**config.mk**
```make
export PLATFORM = sky130hd
export DESIGN_NAME = infix_expression_evaluator_top_flat
export DESIGN_NICKNAME = d
export VERILOG_FILES = /design/src/rtl/iee_pkg.sv /design/src/rtl/iee_in_if.sv /design/src/rtl/iee_out_if.sv /design/src/rtl/iee_ram.sv /design/src/rtl/iee_divider.sv /design/src/rtl/infix_expression_evaluator_top.sv /design/src/flat_wrapper.sv
export SDC_FILE = /design/constraint.sdc
export NUM_CORES = 2
export LEC_CHECK = 0
export BUFFER_PORTS_ARGS = -buffer_cell sky130_fd_sc_hd__buf_2
export CORE_MARGIN = 4
export CORE_UTILIZATION = 50
export CTS_CLUSTER_SIZE = 24
export DETAILED_ROUTE_END_ITERATION = 8
export PLACE_DENSITY = 0.65
export SLEW_MARGIN = 0
export SYNTH_ARGS = -nofsm -noshare
export SYNTH_HDL_FRONTEND = slang
export SYNTH_HIERARCHICAL = 1
export SYNTH_SLANG_ARGS = --single-unit
export TNS_END_PERCENT = 30
```
**constraint.sdc**
```tcl
create_clock -name clk_i -period 22.4 [get_ports clk_i]
set_input_delay 2.24 -clock clk_i [delete_from_list [all_inputs] [get_ports clk_i]]
set_output_delay 2.24 -clock clk_i [all_outputs]
set_load 0.01 [all_outputs]
```
**src/rtl/iee_pkg.sv**
```systemverilog
package iee_pkg;
  localparam int unsigned StackDepth = 32;
  localparam int unsigned PtrW = $clog2(StackDepth);
  localparam int unsigned CntW = $clog2(StackDepth + 1);

  typedef enum logic [2:0] {
    OP_NONE = 3'd0, OP_ADD = 3'd1, OP_SUB = 3'd2, OP_MUL = 3'd3,
    OP_DIV = 3'd4, OP_MOD = 3'd5, OP_LPAR = 3'd6
  } op_e;

  typedef enum logic [2:0] {
    ERR_NONE = 3'd0, ERR_DIV0 = 3'd1, ERR_FEW = 3'd2, ERR_BIG = 3'd3, ERR_OVF = 3'd4
  } err_e;

  typedef struct packed {
    logic        start;
    logic        is_mod;
    logic [31:0] a;
    logic [31:0] b;
  } div_req_t;

  function automatic logic [1:0] level_of(logic [2:0] code);
    case (code)
      OP_ADD, OP_SUB: level_of = 2'd1;
      OP_MUL, OP_DIV, OP_MOD: level_of = 2'd2;
      default: level_of = 2'd0;
    endcase
  endfunction

  function automatic logic [2:0] code_of(logic [7:0] ch);
    case (ch)
      8'h2B: code_of = OP_ADD;
      8'h2D: code_of = OP_SUB;
      8'h2A: code_of = OP_MUL;
      8'h2F: code_of = OP_DIV;
      8'h25: code_of = OP_MOD;
      default: code_of = OP_NONE;
    endcase
  endfunction
endpackage

```
**src/rtl/iee_in_if.sv**
```systemverilog
interface iee_in_if;
  logic       valid;
  logic       ready;
  logic [7:0] character;
  logic       last;
  modport source (output valid, character, last, input ready);
  modport sink (input valid, character, last, output ready);
endinterface

```
**src/rtl/iee_out_if.sv**
```systemverilog
interface iee_out_if;
  logic               valid;
  logic               ready;
  logic signed [31:0] value;
  logic [2:0]         error;
  modport source (output valid, value, error, input ready);
  modport sink (input valid, value, error, output ready);
endinterface

```
**src/rtl/iee_ram.sv**
```systemverilog
module iee_ram #(
  parameter int unsigned Width = 32,
  parameter int unsigned Depth = 32
) (
  input  logic                     clk_i,
  input  logic                     we_i,
  input  logic [$clog2(Depth)-1:0] waddr_i,
  input  logic [Width-1:0]         wdata_i,
  input  logic [$clog2(Depth)-1:0] raddr_i,
  output logic [Width-1:0]         rdata_o
);
  logic [Width-1:0] mem [Depth];
  always_ff @(posedge clk_i) begin
    if (we_i) mem[waddr_i] <= wdata_i;
    rdata_o <= mem[raddr_i];
  end
endmodule

```
**src/rtl/iee_divider.sv**
```systemverilog
module iee_divider (
  input  logic                clk_i,
  input  logic                rst_ni,
  input  iee_pkg::div_req_t   req_i,
  output logic                done_o,
  output logic [31:0]         result_o
);
  import iee_pkg::*;
  logic [31:0] quo_q, quo_d, rem_q, rem_d, dvs_q, dvs_d;
  logic [5:0]  cnt_q, cnt_d;
  logic        busy_q, busy_d, mod_q, mod_d, nq_q, nq_d, nr_q, nr_d;
  logic [32:0] trial;
  logic [31:0] rem_sh;

  always_comb begin
    quo_d = quo_q; rem_d = rem_q; dvs_d = dvs_q; cnt_d = cnt_q;
    busy_d = busy_q; mod_d = mod_q; nq_d = nq_q; nr_d = nr_q;
    done_o = 1'b0;
    rem_sh = {rem_q[30:0], quo_q[31]};
    trial = {1'b0, rem_sh} - {1'b0, dvs_q};
    result_o = mod_q ? (nr_q ? -rem_q : rem_q) : (nq_q ? -quo_q : quo_q);
    if (req_i.start) begin
      busy_d = 1'b1; cnt_d = 6'd0; mod_d = req_i.is_mod; rem_d = '0;
      nq_d = req_i.a[31] ^ req_i.b[31]; nr_d = req_i.a[31];
      quo_d = req_i.a[31] ? -req_i.a : req_i.a;
      dvs_d = req_i.b[31] ? -req_i.b : req_i.b;
    end else if (busy_q) begin
      if (cnt_q == 6'd32) begin
        busy_d = 1'b0; done_o = 1'b1;
      end else begin
        cnt_d = cnt_q + 6'd1;
        if (!trial[32]) begin
          rem_d = trial[31:0]; quo_d = {quo_q[30:0], 1'b1};
        end else begin
          rem_d = rem_sh; quo_d = {quo_q[30:0], 1'b0};
        end
      end
    end
  end

  always_ff @(posedge clk_i or negedge rst_ni) begin
    if (!rst_ni) begin
      busy_q <= 1'b0; cnt_q <= '0;
    end else begin
      busy_q <= busy_d; cnt_q <= cnt_d;
    end
  end
  always_ff @(posedge clk_i) begin
    quo_q <= quo_d; rem_q <= rem_d; dvs_q <= dvs_d;
    mod_q <= mod_d; nq_q <= nq_d; nr_q <= nr_d;
  end
endmodule

```
**src/rtl/infix_expression_evaluator_top.sv**
```systemverilog
// channel | dir | fields
// in_i    | in  | character[7:0], last
// out_o   | out | value[31:0] signed, error[2:0]
// Each stack reduction passes through S_OPRD, S_OPCHK, S_RB, S_RA and S_ALU; each
// / or % also waits in S_DIV on the shared radix-2 divider. Stack reads go through
// a registered RAM port, so each read takes its own sequencer state.
// ready is low while a word is worked on and while a result word is unread.
// Reset clears counts, accumulator and error; the stack RAMs are not cleared.
module infix_expression_evaluator_top (
  input  logic clk_i,
  input  logic rst_ni,
  iee_in_if.sink    in_i,
  iee_out_if.source out_o
);
  import iee_pkg::*;

  typedef enum logic [9:0] {
    S_IDLE  = 10'b0000000001, S_DISP = 10'b0000000010, S_OPRD = 10'b0000000100,
    S_OPCHK = 10'b0000001000, S_RB   = 10'b0000010000, S_RA   = 10'b0000100000,
    S_ALU   = 10'b0001000000, S_DIV  = 10'b0010000000, S_FIN  = 10'b0100000000,
    S_OUT   = 10'b1000000000
  } state_e;

  typedef enum logic [1:0] {
    MODE_CLOSE = 2'd0, MODE_OP = 2'd1, MODE_FLUSH = 2'd2
  } mode_e;

  state_e state_q, state_d;
  logic [CntW-1:0] opc_q, opc_d, vc_q, vc_d;
  logic [31:0] acc_q, acc_d, b_q, b_d, a_q, a_d, res_q, res_d;
  logic in_num_q, in_num_d, last_q, last_d, pend_q, pend_d;
  logic [2:0] err_q, err_d, top_q, top_d, code_q, code_d;
  logic [7:0] ch_q, ch_d;
  mode_e mode_q, mode_d;

  logic op_we, vs_we;
  logic [PtrW-1:0] op_wa, op_ra, vs_wa, vs_ra;
  logic [2:0] op_wd, op_rd;
  logic [31:0] vs_wd, vs_rd;
  div_req_t div_req;
  logic div_done;
  logic [31:0] div_res;
  logic [35:0] acc10;
  logic [63:0] prod;

  iee_ram #(.Width(3), .Depth(StackDepth)) u_op_ram (
    .clk_i, .we_i(op_we), .waddr_i(op_wa), .wdata_i(op_wd), .raddr_i(op_ra), .rdata_o(op_rd));
  iee_ram #(.Width(32), .Depth(StackDepth)) u_vs_ram (
    .clk_i, .we_i(vs_we), .waddr_i(vs_wa), .wdata_i(vs_wd), .raddr_i(vs_ra), .rdata_o(vs_rd));
  iee_divider u_div (.clk_i, .rst_ni, .req_i(div_req), .done_o(div_done), .result_o(div_res));

  assign in_i.ready  = (state_q == S_IDLE);
  assign out_o.valid = (state_q == S_OUT);
  assign out_o.value = res_q;
  assign out_o.error = err_q;
  assign acc10 = {1'b0, acc_q, 3'b0} + {3'b0, acc_q, 1'b0} + {28'd0, ch_q - 8'h30};
  assign prod  = a_q * b_q;

  always_comb begin
    state_d = state_q; opc_d = opc_q; vc_d = vc_q; acc_d = acc_q; b_d = b_q; a_d = a_q;
    res_d = res_q; in_num_d = in_num_q; last_d = last_q; pend_d = pend_q; err_d = err_q;
    top_d = top_q; code_d = code_q; ch_d = ch_q; mode_d = mode_q;
    op_we = 1'b0; op_wa = opc_q[PtrW-1:0]; op_wd = code_q;
    vs_we = 1'b0; vs_wa = vc_q[PtrW-1:0]; vs_wd = acc_q;
    op_ra = opc_q[PtrW-1:0] - PtrW'(1); vs_ra = vc_q[PtrW-1:0] - PtrW'(1);
    div_req = '{start: 1'b0, is_mod: (top_q == OP_MOD), a: a_q, b: b_q};
    case (state_q)
      S_IDLE: if (in_i.valid) begin
        ch_d = in_i.character; last_d = in_i.last; state_d = S_DISP;
      end
      S_DISP: begin
        state_d = S_FIN;
        if (err_q == ERR_NONE) begin
          if (ch_q inside {[8'h30:8'h39]}) begin
            in_num_d = 1'b1;
            if (!in_num_q) acc_d = {28'd0, ch_q[3:0]};
            else if (acc10 > 36'h7FFFFFFF) err_d = ERR_BIG;
            else acc_d = acc10[31:0];
          end else if (pend_q) begin
            pend_d = 1'b0;
            if (ch_q == 8'h28) begin
              if (opc_q == CntW'(StackDepth)) err_d = ERR_OVF;
              else begin
                op_we = 1'b1; op_wd = OP_LPAR; opc_d = opc_q + CntW'(1);
              end
            end else if (ch_q == 8'h29) begin
              mode_d = MODE_CLOSE; state_d = S_OPRD;
            end else if (code_of(ch_q) != OP_NONE) begin
              code_d = code_of(ch_q); mode_d = MODE_OP; state_d = S_OPRD;
            end
          end else begin
            state_d = S_DISP; pend_d = 1'b1;
            if (in_num_q) begin
              in_num_d = 1'b0; acc_d = '0;
              if (vc_q == CntW'(StackDepth)) begin
                err_d = ERR_OVF; pend_d = 1'b0; state_d = S_FIN;
              end else begin
                vs_we = 1'b1; vc_d = vc_q + CntW'(1);
              end
            end
          end
        end
      end
      S_OPRD: begin
        if (err_q != ERR_NONE || opc_q == '0) begin
          if (mode_q == MODE_OP && err_q == ERR_NONE) begin
            if (opc_q == CntW'(StackDepth)) err_d = ERR_OVF;
            else begin
              op_we = 1'b1; opc_d = opc_q + CntW'(1);
            end
          end
          state_d = S_FIN;
        end else state_d = S_OPCHK;
      end
      S_OPCHK: begin
        top_d = op_rd;
        if (mode_q == MODE_CLOSE && op_rd == OP_LPAR) begin
          opc_d = opc_q - CntW'(1); state_d = S_FIN;
        end else if (mode_q == MODE_OP &&
                     (op_rd == OP_LPAR || level_of(op_rd) < level_of(code_q))) begin
          if (opc_q == CntW'(StackDepth)) err_d = ERR_OVF;
          else begin
            op_we = 1'b1; opc_d = opc_q + CntW'(1);
          end
          state_d = S_FIN;
        end else begin
          opc_d = opc_q - CntW'(1);
          if (op_rd == OP_LPAR) state_d = S_OPRD;
          else if (vc_q < CntW'(2)) begin
            err_d = ERR_FEW; state_d = S_FIN;
          end else begin
            state_d = S_RB;
          end
        end
      end
      S_RB: begin
        b_d = vs_rd; vs_ra = vc_q[PtrW-1:0] - PtrW'(2); state_d = S_RA;
      end
      S_RA: begin
        a_d = vs_rd; vc_d = vc_q - CntW'(2); state_d = S_ALU;
      end
      S_ALU: begin
        case (top_q)
          OP_ADD: res_d = a_q + b_q;
          OP_SUB: res_d = a_q - b_q;
          OP_MUL: res_d = prod[31:0];
          default: res_d = '0;
        endcase
        if (top_q == OP_DIV || top_q == OP_MOD) begin
          if (b_q == '0) begin
            err_d = ERR_DIV0; state_d = S_FIN;
          end else begin
            div_req.start = 1'b1; state_d = S_DIV;
          end
        end else begin
          vs_we = 1'b1; vs_wd = res_d; vc_d = vc_q + CntW'(1); state_d = S_OPRD;
        end
      end
      S_DIV: if (div_done) begin
        vs_we = 1'b1; vs_wd = div_res; vc_d = vc_q + CntW'(1); state_d = S_OPRD;
      end
      S_FIN: begin
        pend_d = 1'b0;
        if (!last_q) state_d = S_IDLE;
        else if (err_q == ERR_NONE && in_num_q) begin
          in_num_d = 1'b0; acc_d = '0;
          if (vc_q == CntW'(StackDepth)) err_d = ERR_OVF;
          else begin
            vs_we = 1'b1; vc_d = vc_q + CntW'(1);
          end
        end else if (err_q == ERR_NONE && opc_q != '0) begin
          mode_d = MODE_FLUSH; state_d = S_OPRD; last_d = 1'b1;
        end else begin
          res_d = '0;
          if (err_q == ERR_NONE && vc_q != '0) begin
            state_d = S_FIN; pend_d = 1'b1;
          end else state_d = S_OUT;
          if (pend_q) begin
            res_d = vs_rd; state_d = S_OUT; pend_d = 1'b0;
          end
        end
      end
      S_OUT: if (out_o.ready) begin
        state_d = S_IDLE; opc_d = '0; vc_d = '0; acc_d = '0; in_num_d = 1'b0; err_d = ERR_NONE;
      end
      default: state_d = S_IDLE;
    endcase
    if (state_q == S_OPRD && mode_q == MODE_FLUSH && state_d == S_FIN) last_d = 1'b1;
  end

  always_ff @(posedge clk_i or negedge rst_ni) begin
    if (!rst_ni) begin
      state_q <= S_IDLE; opc_q <= '0; vc_q <= '0; acc_q <= '0; in_num_q <= 1'b0;
      err_q <= ERR_NONE; pend_q <= 1'b0; last_q <= 1'b0;
    end else begin
      state_q <= state_d; opc_q <= opc_d; vc_q <= vc_d; acc_q <= acc_d;
      in_num_q <= in_num_d; err_q <= err_d; pend_q <= pend_d; last_q <= last_d;
    end
  end
  always_ff @(posedge clk_i) begin
    b_q <= b_d; a_q <= a_d; res_q <= res_d; top_q <= top_d; code_q <= code_d;
    ch_q <= ch_d; mode_q <= mode_d;
  end

  a_cnt: assert property (@(posedge clk_i) disable iff (!rst_ni)
    opc_q <= CntW'(StackDepth) && vc_q <= CntW'(StackDepth)) else $error("count range");
  a_out_val: assert property (@(posedge clk_i) disable iff (!rst_ni)
    out_o.valid && out_o.error != ERR_NONE |-> out_o.value == '0) else $error("err value");
  a_hold: assert property (@(posedge clk_i) disable iff (!rst_ni)
    out_o.valid && !out_o.ready |=> out_o.valid && $stable(res_q)) else $error("out hold");
endmodule
```
**src/flat_wrapper.sv**
```systemverilog
// flat-port wrapper written by rule: the top's interface ports become plain ports
module infix_expression_evaluator_top_flat import iee_pkg::*;
  (clk_i, rst_ni, in_i_valid, in_i_character, in_i_last, in_i_ready, out_o_valid, out_o_value, out_o_error, out_o_ready);
  iee_in_if in_i_i ();
  iee_out_if out_o_i ();
  input  logic clk_i;
  input  logic rst_ni;
  input wire logic [$bits(in_i_i.valid)-1:0] in_i_valid;
  input wire logic [$bits(in_i_i.character)-1:0] in_i_character;
  input wire logic [$bits(in_i_i.last)-1:0] in_i_last;
  output wire logic [$bits(in_i_i.ready)-1:0] in_i_ready;
  output wire logic [$bits(out_o_i.valid)-1:0] out_o_valid;
  output wire logic [$bits(out_o_i.value)-1:0] out_o_value;
  output wire logic [$bits(out_o_i.error)-1:0] out_o_error;
  input wire logic [$bits(out_o_i.ready)-1:0] out_o_ready;
  assign in_i_i.valid = in_i_valid;
  assign in_i_i.character = in_i_character;
  assign in_i_i.last = in_i_last;
  assign in_i_ready = in_i_i.ready;
  assign out_o_valid = out_o_i.valid;
  assign out_o_value = out_o_i.value;
  assign out_o_error = out_o_i.error;
  assign out_o_i.ready = out_o_ready;
  infix_expression_evaluator_top u_core (.clk_i(clk_i), .rst_ni(rst_ni), .in_i(in_i_i), .out_o(out_o_i));
endmodule
```
; Word-level counts from Yosys, hierarchy flattened
; Memory sizes are Yosys's and may differ from the RTL's. A register that Yosys moved wholly into a read port is not among the register bits.
; Cells that the tools add are included.
[op_classes]
add_sub_neg = 18
mul = 1
magnitude_cmp = 5
eq_ne = 71
muxes = 182
bitwise = 5
reduce_logical = 45
[op_table]
columns = cell, count
row1 = 2-to-1 mux 32 bit, 23
row2 = case mux 32 bit (3 select lines), 2
row3 = 2-to-1 mux 10 bit, 17
row4 = 2-to-1 mux 6 bit, 22
row5 = negator 32 bit, 4
row6 = case mux 32 bit (2 select lines), 2
row7 = case mux 10 bit (10 select lines), 1
row8 = 2-to-1 mux 3 bit, 32
row9 = == test 8 x 6 -> 1 bit (second input constant), 7
row10 = 2-to-1 mux 9 bit, 6
row11 = 2-to-1 mux 1 bit, 50
row12 = adder 35 x 33 -> 36 bit, 1
row13 = adder 36 x 8 -> 36 bit, 1
row14 = greater-than comparator 36 x 31 -> 1 bit (second input constant), 1
row15 = case mux 6 bit (6 select lines), 1
row16 = subtractor 32 x 32 -> 33 bit, 1
row17 = adder 32 bit, 1
row18 = zero test 32 bit, 1
row19 = multiplier 32 x 32 -> 32 bit, 1
row20 = subtractor 32 bit, 1
row21 = 2-to-1 mux 31 bit, 1
row22 = != test 2 x 1 -> 1 bit (second input constant), 14
row23 = 2-to-1 mux 2 bit, 13
row24 = case mux 6 bit (4 select lines), 1
row25 = 60 further kinds, 123
[word_totals]
reg_bits = 278
ramBits = 1120
input_bits = 13
out_inout_bits = 37
word_cells = 353
n_memories = 2
[memory_table]
columns = memory, depth, word_bits, rd, rd_clocked_by_memory_dff, write_ports, line
row1 = u_core.u_vs_ram.mem, 32, 32, 1, 1, 1, iee_ram.sv:12  ; logic [Width-1:0] mem [Depth];
row2 = u_core.u_op_ram.mem, 32, 3, 1, 1, 1, iee_ram.sv:12

; Longest topological paths before layout
[logic_depth]
ltp_word = 20
mapped_depth = 28
mapped_depth_nobuf = 26

; Cells and area by module
; The synthesis kept the hierarchy.
[by_module_without_submodules]
columns = module, n_inst, cells_per_inst, area_each_um2, seq_area_each_um2
row1 = iee_ram at u_core.u_vs_ram, 1, 2260, 40492.6, 31390.1
row2 = infix_expression_evaluator_top, 1, 3093, 28561.1, 4865.9
row3 = iee_divider, 1, 991, 8396.8, 2827.7
row4 = iee_ram at u_core.u_op_ram, 1, 185, 3908.7, 2942.8

; Least setup slack after synthesis
; OpenSTA, ideal clock, no wires.
[synth_timing]
path_kind = flip-flop to flip-flop
from = register u_core.b_q[8]
to = memory u_core.u_vs_ram.mem[0][30], data pin
setup_ns = 0.615
arrival_time_ns = 8.974
required_ns = 21.785
path_slack_ns = 12.811
path_stages_with_launch = 27
path_buffers = 2
period_less_slack_ns = 9.589
cell_sequence = edfxtp_1 > clkbuf_1 > buf_1 > nand2_1 > fa_1 > inv_1 > fa_1 > fa_1 > inv_1 > fa_1 > inv_1 > fa_1 > inv_1 > fa_1 > inv_1 > fa_1 > fa_1 > ha_1 > a211oi_1 > o21bai_1 > a221oi_1 > o21ai_0 > a211oi_1 > o21bai_1 > a21oi_1 > xor2_1 > o311ai_0
[synth_between]
elab_chain_cells = 7
[synth_lines]
columns = element, line
row1 = start: declaration, infix_expression_evaluator_top.sv:30  ; logic [31:0] acc_q, acc_d, b_q, b_d, a_q, a_d, res_q, res_d;
row2 = start signal: assignment, infix_expression_evaluator_top.sv:201  ; b_q <= b_d; a_q <= a_d; res_q <= res_d; top_q <= top_d; code_q <= code_d;
row3 = "parallel branches: the longest is 6 deep, another holds multiplier 32 x 32 -> 32 bit", --
row4 = case mux 32 bit (2 select lines) (*), infix_expression_evaluator_top.sv:67  ; case (state_q)
row5 = named net u_core.vs_wd[30], infix_expression_evaluator_top.sv:39  ; logic [31:0] vs_wd, vs_rd;
row6 = end: declaration, iee_ram.sv:12
; Mark *: on every way through the listed nets, which the timed path passes.

; Worst setup path after layout
[layout_timing]
from = register u_core.a_q[11]
to = memory u_core.u_vs_ram.mem[6][28], data pin
[layout_between]
elab_chain_cells = 4
[layout_lines]
columns = element, line
row1 = start: declaration, infix_expression_evaluator_top.sv:30
row2 = start signal: assignment, infix_expression_evaluator_top.sv:201
row3 = "multiplier 32 x 32 -> 32 bit, or another cell as far along", infix_expression_evaluator_top.sv:57  ; assign prod = a_q * b_q;
row4 = case mux 32 bit (3 select lines) (*), infix_expression_evaluator_top.sv:143  ; case (top_q)
row5 = 2-to-1 mux 32 bit (*), infix_expression_evaluator_top.sv:149  ; if (top_q == OP_DIV || top_q == OP_MOD) begin
row6 = case mux 32 bit (2 select lines) (*), infix_expression_evaluator_top.sv:67
row7 = named net u_core.vs_wd[28], infix_expression_evaluator_top.sv:39
; Mark *: on every way through the listed nets, which the timed path passes. The rest lies on a longest branch.

==> flow_metrics.tcl <==
set metrics [dict create \
    cts_tree "done" \
    h-tree-depth 4 \
    crit_slowest_cell "edfxtp_1" \
    synth-seq-cells 1433 \
    p_int_mw 5.09 \
    maxCapViolCount 0 \
    irDropWorstVdd_mv 0.270 \
    finalCritPeriodShare_pct 40.6 \
    setup.worst_path.start "u_core/a_q[11]$_DFFE_PP_" \
    vias 53200 \
    drt-vias-per-instance 6.04 \
    period_minus_slack_ps 9100 \
    clkSlewWorstSetupHoldPaths_ps 60 \
    clock_skew_ps 37.7 \
    clk_latency_ps 790 \
    yosys.area_share.adder_pct 14.3 \
    syn_inst 6529 \
    synth_cell_types 108 \
    yosys.area.top_type "edfxtp_1" \
    rows 147 \
    synthTopCellsByCount "edfxtp_1 (1299), mux2i_1 (534), nand2_1 (514), inv_1 (482), fa_1 (416)" \
    ys_top_cells_by_area "edfxtp_1 (48%), fa_1 (10%), mux2i_1 (6.6%)" \
    grt_pass1_vias 52900 \
    ys.flop_type "edfxtp_1" \
    synth_top_family_by_area "adder cells" \
    cts.repair.resized 0 \
    root_buffer "clkbuf_16" \
    cp-end-kind "flop" \
    netlist.area_leader.share_pct 47.9 \
    utilization_pct 55.3 \
    antenna_found_initial 17 \
    synth-xor-area-share_pct 3.54 \
    worstPathArrival_ps 9520 \
    crit_type "flop to flop" \
    critPathMaxStageDelay_ps 1170 \
    async_flop_share_pct 4.68 \
    synth.most_common_cell "edfxtp_1" \
    fin_nets 7230 \
    die_w_um 411 \
    core_um2 161000 \
    finalWirelength_mm 232 \
    io-pin-count 50 \
    fp.dieH_um 411 \
    grt.overflow.total 0 \
    first_iter_violations 5588 \
    max_freq_mhz 110 \
    start_util_pct 50.5 \
    muxShareOfSynthArea_pct 7.52 \
    placed_cells 8543 \
    clock_path_buffers 3 \
    grt_max_degree 129 \
    yosysSeqAreaShare_pct 51.7 \
    r2r-start "u_core/a_q[11]$_DFFE_PP_" \
    die-area_um2 169000 \
    powerDensity_nw_per_um2 85.9 \
    power.leakage_nw 35.3 \
    pwr-share-comb_pct 27.3 \
    crit_path_frequent_cell "fa_1" \
    startpoint_type "flop" \
    seqPwrFrac_pct 40.5 \
    wl_per_cell_um 26.3 \
    crit_required_ps 22810 \
    worst_pin_slew_ps 1360 \
    synth_compound_area_share_pct 9.23 \
    whs_ps 466 \
    grt_usage_pct 27.3 \
    hp-class "flop to flop" \
    min_from "u_core/u_vs_ram/rdata_o[2]$_DFF_P_" \
    grt_setup_unrepaired "false" \
    layout-drive-gt1-share_pct 8.72 \
    power.net_switching_mw 2.57 \
    setup_viol 0 \
    firstDrtPassIters 9 \
    synth_simple_gate_area_share_pct 9.54 \
    dpl.hpwl_mm 150 \
    io_buffer_count 49 \
    hold_buffers 0 \
    area_growth_pct 9.60 \
    yosysWarnings 6 \
    ant_nets 0 \
    drc 0 \
    clkPwrFrac_pct 32.2 \
    cp_cell_sequence "and2_1, fa_1, fa_1, fa_1, inv_1, fa_1, inv_1, fa_1, inv_1, fa_1, inv_1, fa_1, fa_1, ha_1, a211oi_1, o21bai_1, a221oi_1, o21ai_0, a211oi_1, xnor2_1, nand2_1, a21oi_1, a221o_1" \
    cts.sinks 1433 \
    grt_pass1_wl_mm 345 \
    syn-cell-area_um2 81400 \
    crit_family "adder cells" \
    tns_ps 0 \
    place_congestion 0.954 \
    synth_enable_flop_cells 1299 \
    fin_cells 8820 \
    post_cts_buffers 0 \
    cp_max_fo 32 \
    relSlewSlack_pct 9.07 \
    outcome "finished, final reports clean" \
    synth.net_count 7223 \
    drv_slew 0 \
    cts_made_buffers 151 \
    hold_violations 0 \
    swShare_pct 33.5 \
    syn_avg_cell_area_um2 12.5 \
    crit_buf_inv 4 \
]
-- flip-flops by register name, summed over array words and instances (netlist names), 6 cells and up --
name	count
u_core/out_o.value	32
u_core/state_q	10
u_core/u_div/quo_q	32
u_core/b_q	32
u_core/u_op_ram/mem	96
u_core/u_div/cnt_q	6
u_core/acc_q	32
u_core/u_div/rem_q	32
u_core/vc_q	6
u_core/u_vs_ram/rdata_o	32
u_core/opc_q	6
u_core/ch_q	8
u_core/a_q	32
u_core/u_div/dvs_q	32
u_core/u_vs_ram/mem	1024
-- metrics by stage --
step | setup slack (ps) | cell area, um2 | power [mW]
after floorplan | 12810 | 81400 | 4.48
after global placement | 13690 | 84200 | 5.20
after detailed placement | 13580 | 84200 | 5.21
after CTS | 13470 | 89100 | 7.68
after global routing | 13000 | 89200 | 7.94
final | 13300 | 89200 | 7.66
-- worst paths after layout --
path                                                        endpoint  slack, ps  cells past startpoint
worst max-delay path            u_core/u_vs_ram/mem[6][28]$_DFFE_PP_      13300                     23
worst min-delay path                         u_core/b_q[2]$_DFFE_PP_        470                      0
worst max register to register  u_core/u_vs_ram/mem[6][28]$_DFFE_PP_      13300                     23
worst min register to register               u_core/b_q[2]$_DFFE_PP_        470                      0
max in group asynchronous                  u_core/pend_q$_DFFE_PN0P_      20150                      1
min in group asynchronous                 u_core/vc_q[4]$_DFFE_PN0P_       1600                      1
-- final cells by class --
type	instances	area [um2]
fillers	13500	71900
flip-flops and latches	1433	42000
multi-input cells	4280	36400
clock buffers	216	4260
well taps	2160	2700
inverters	483	1810
repair buffers	187	1310
clock inverters	53	663
diodes	8	20.0
-- layout by cell type (no fill, tap or decap), drive strengths merged, types with 30 or more instances in the layout --
cell and instances:
edfxtp 1299, mux2i 534, nand2 514, inv 488, fa 416, a21oi 363
and2 321, ha 265, nor2 257, clkbuf 216, o21ai 196, xnor2 193
buf 187, a22oi 150, nand3 148, xor2 136, a22o 96, nor3 70
dfxtp 67, dfrtp 66, a31oi 57, o31ai 50, nand2b 41, or3 39
clkinv 36, a21o 34, mux4 30
-- per-layer routing --
metal | up-vias | wire (um) | track usage (%)
met1 | 27100 | 94700 | 36.8
met3 | 434 | 17800 | 4.53
met4 | 6 | 10300 | 11.7
met5 | - | 37 | 0
met2 | 2201 | 109000 | 44.0
li1 | 23500 | - | -
-- logic make-up after synthesis --
kind of cell | after synthesis
multiplexers | 573
XOR/XNOR | 329
adder cells (fa/ha/maj) | 681
AND/OR/NAND/NOR | 1552
buffers and inverters | 816
AO/OA/AOI/OAI | 1145
flip-flops | 1433
-- power by group through the flow --
| stage | clock [mW] | sequential, mW | combinational [mW] |
|---|---|---|---|
| floorplan | 0 | 3.10 | 1.37 |
| global placement | 0 | 3.15 | 2.04 |
| detailed placement | 0 | 3.16 | 2.05 |
| CTS | 2.51 | 3.10 | 2.06 |
| global route | 2.63 | 3.11 | 2.21 |
| finish | 2.47 | 3.10 | 2.09 |
No activity file was read; power rests on OpenSTA's default activity.
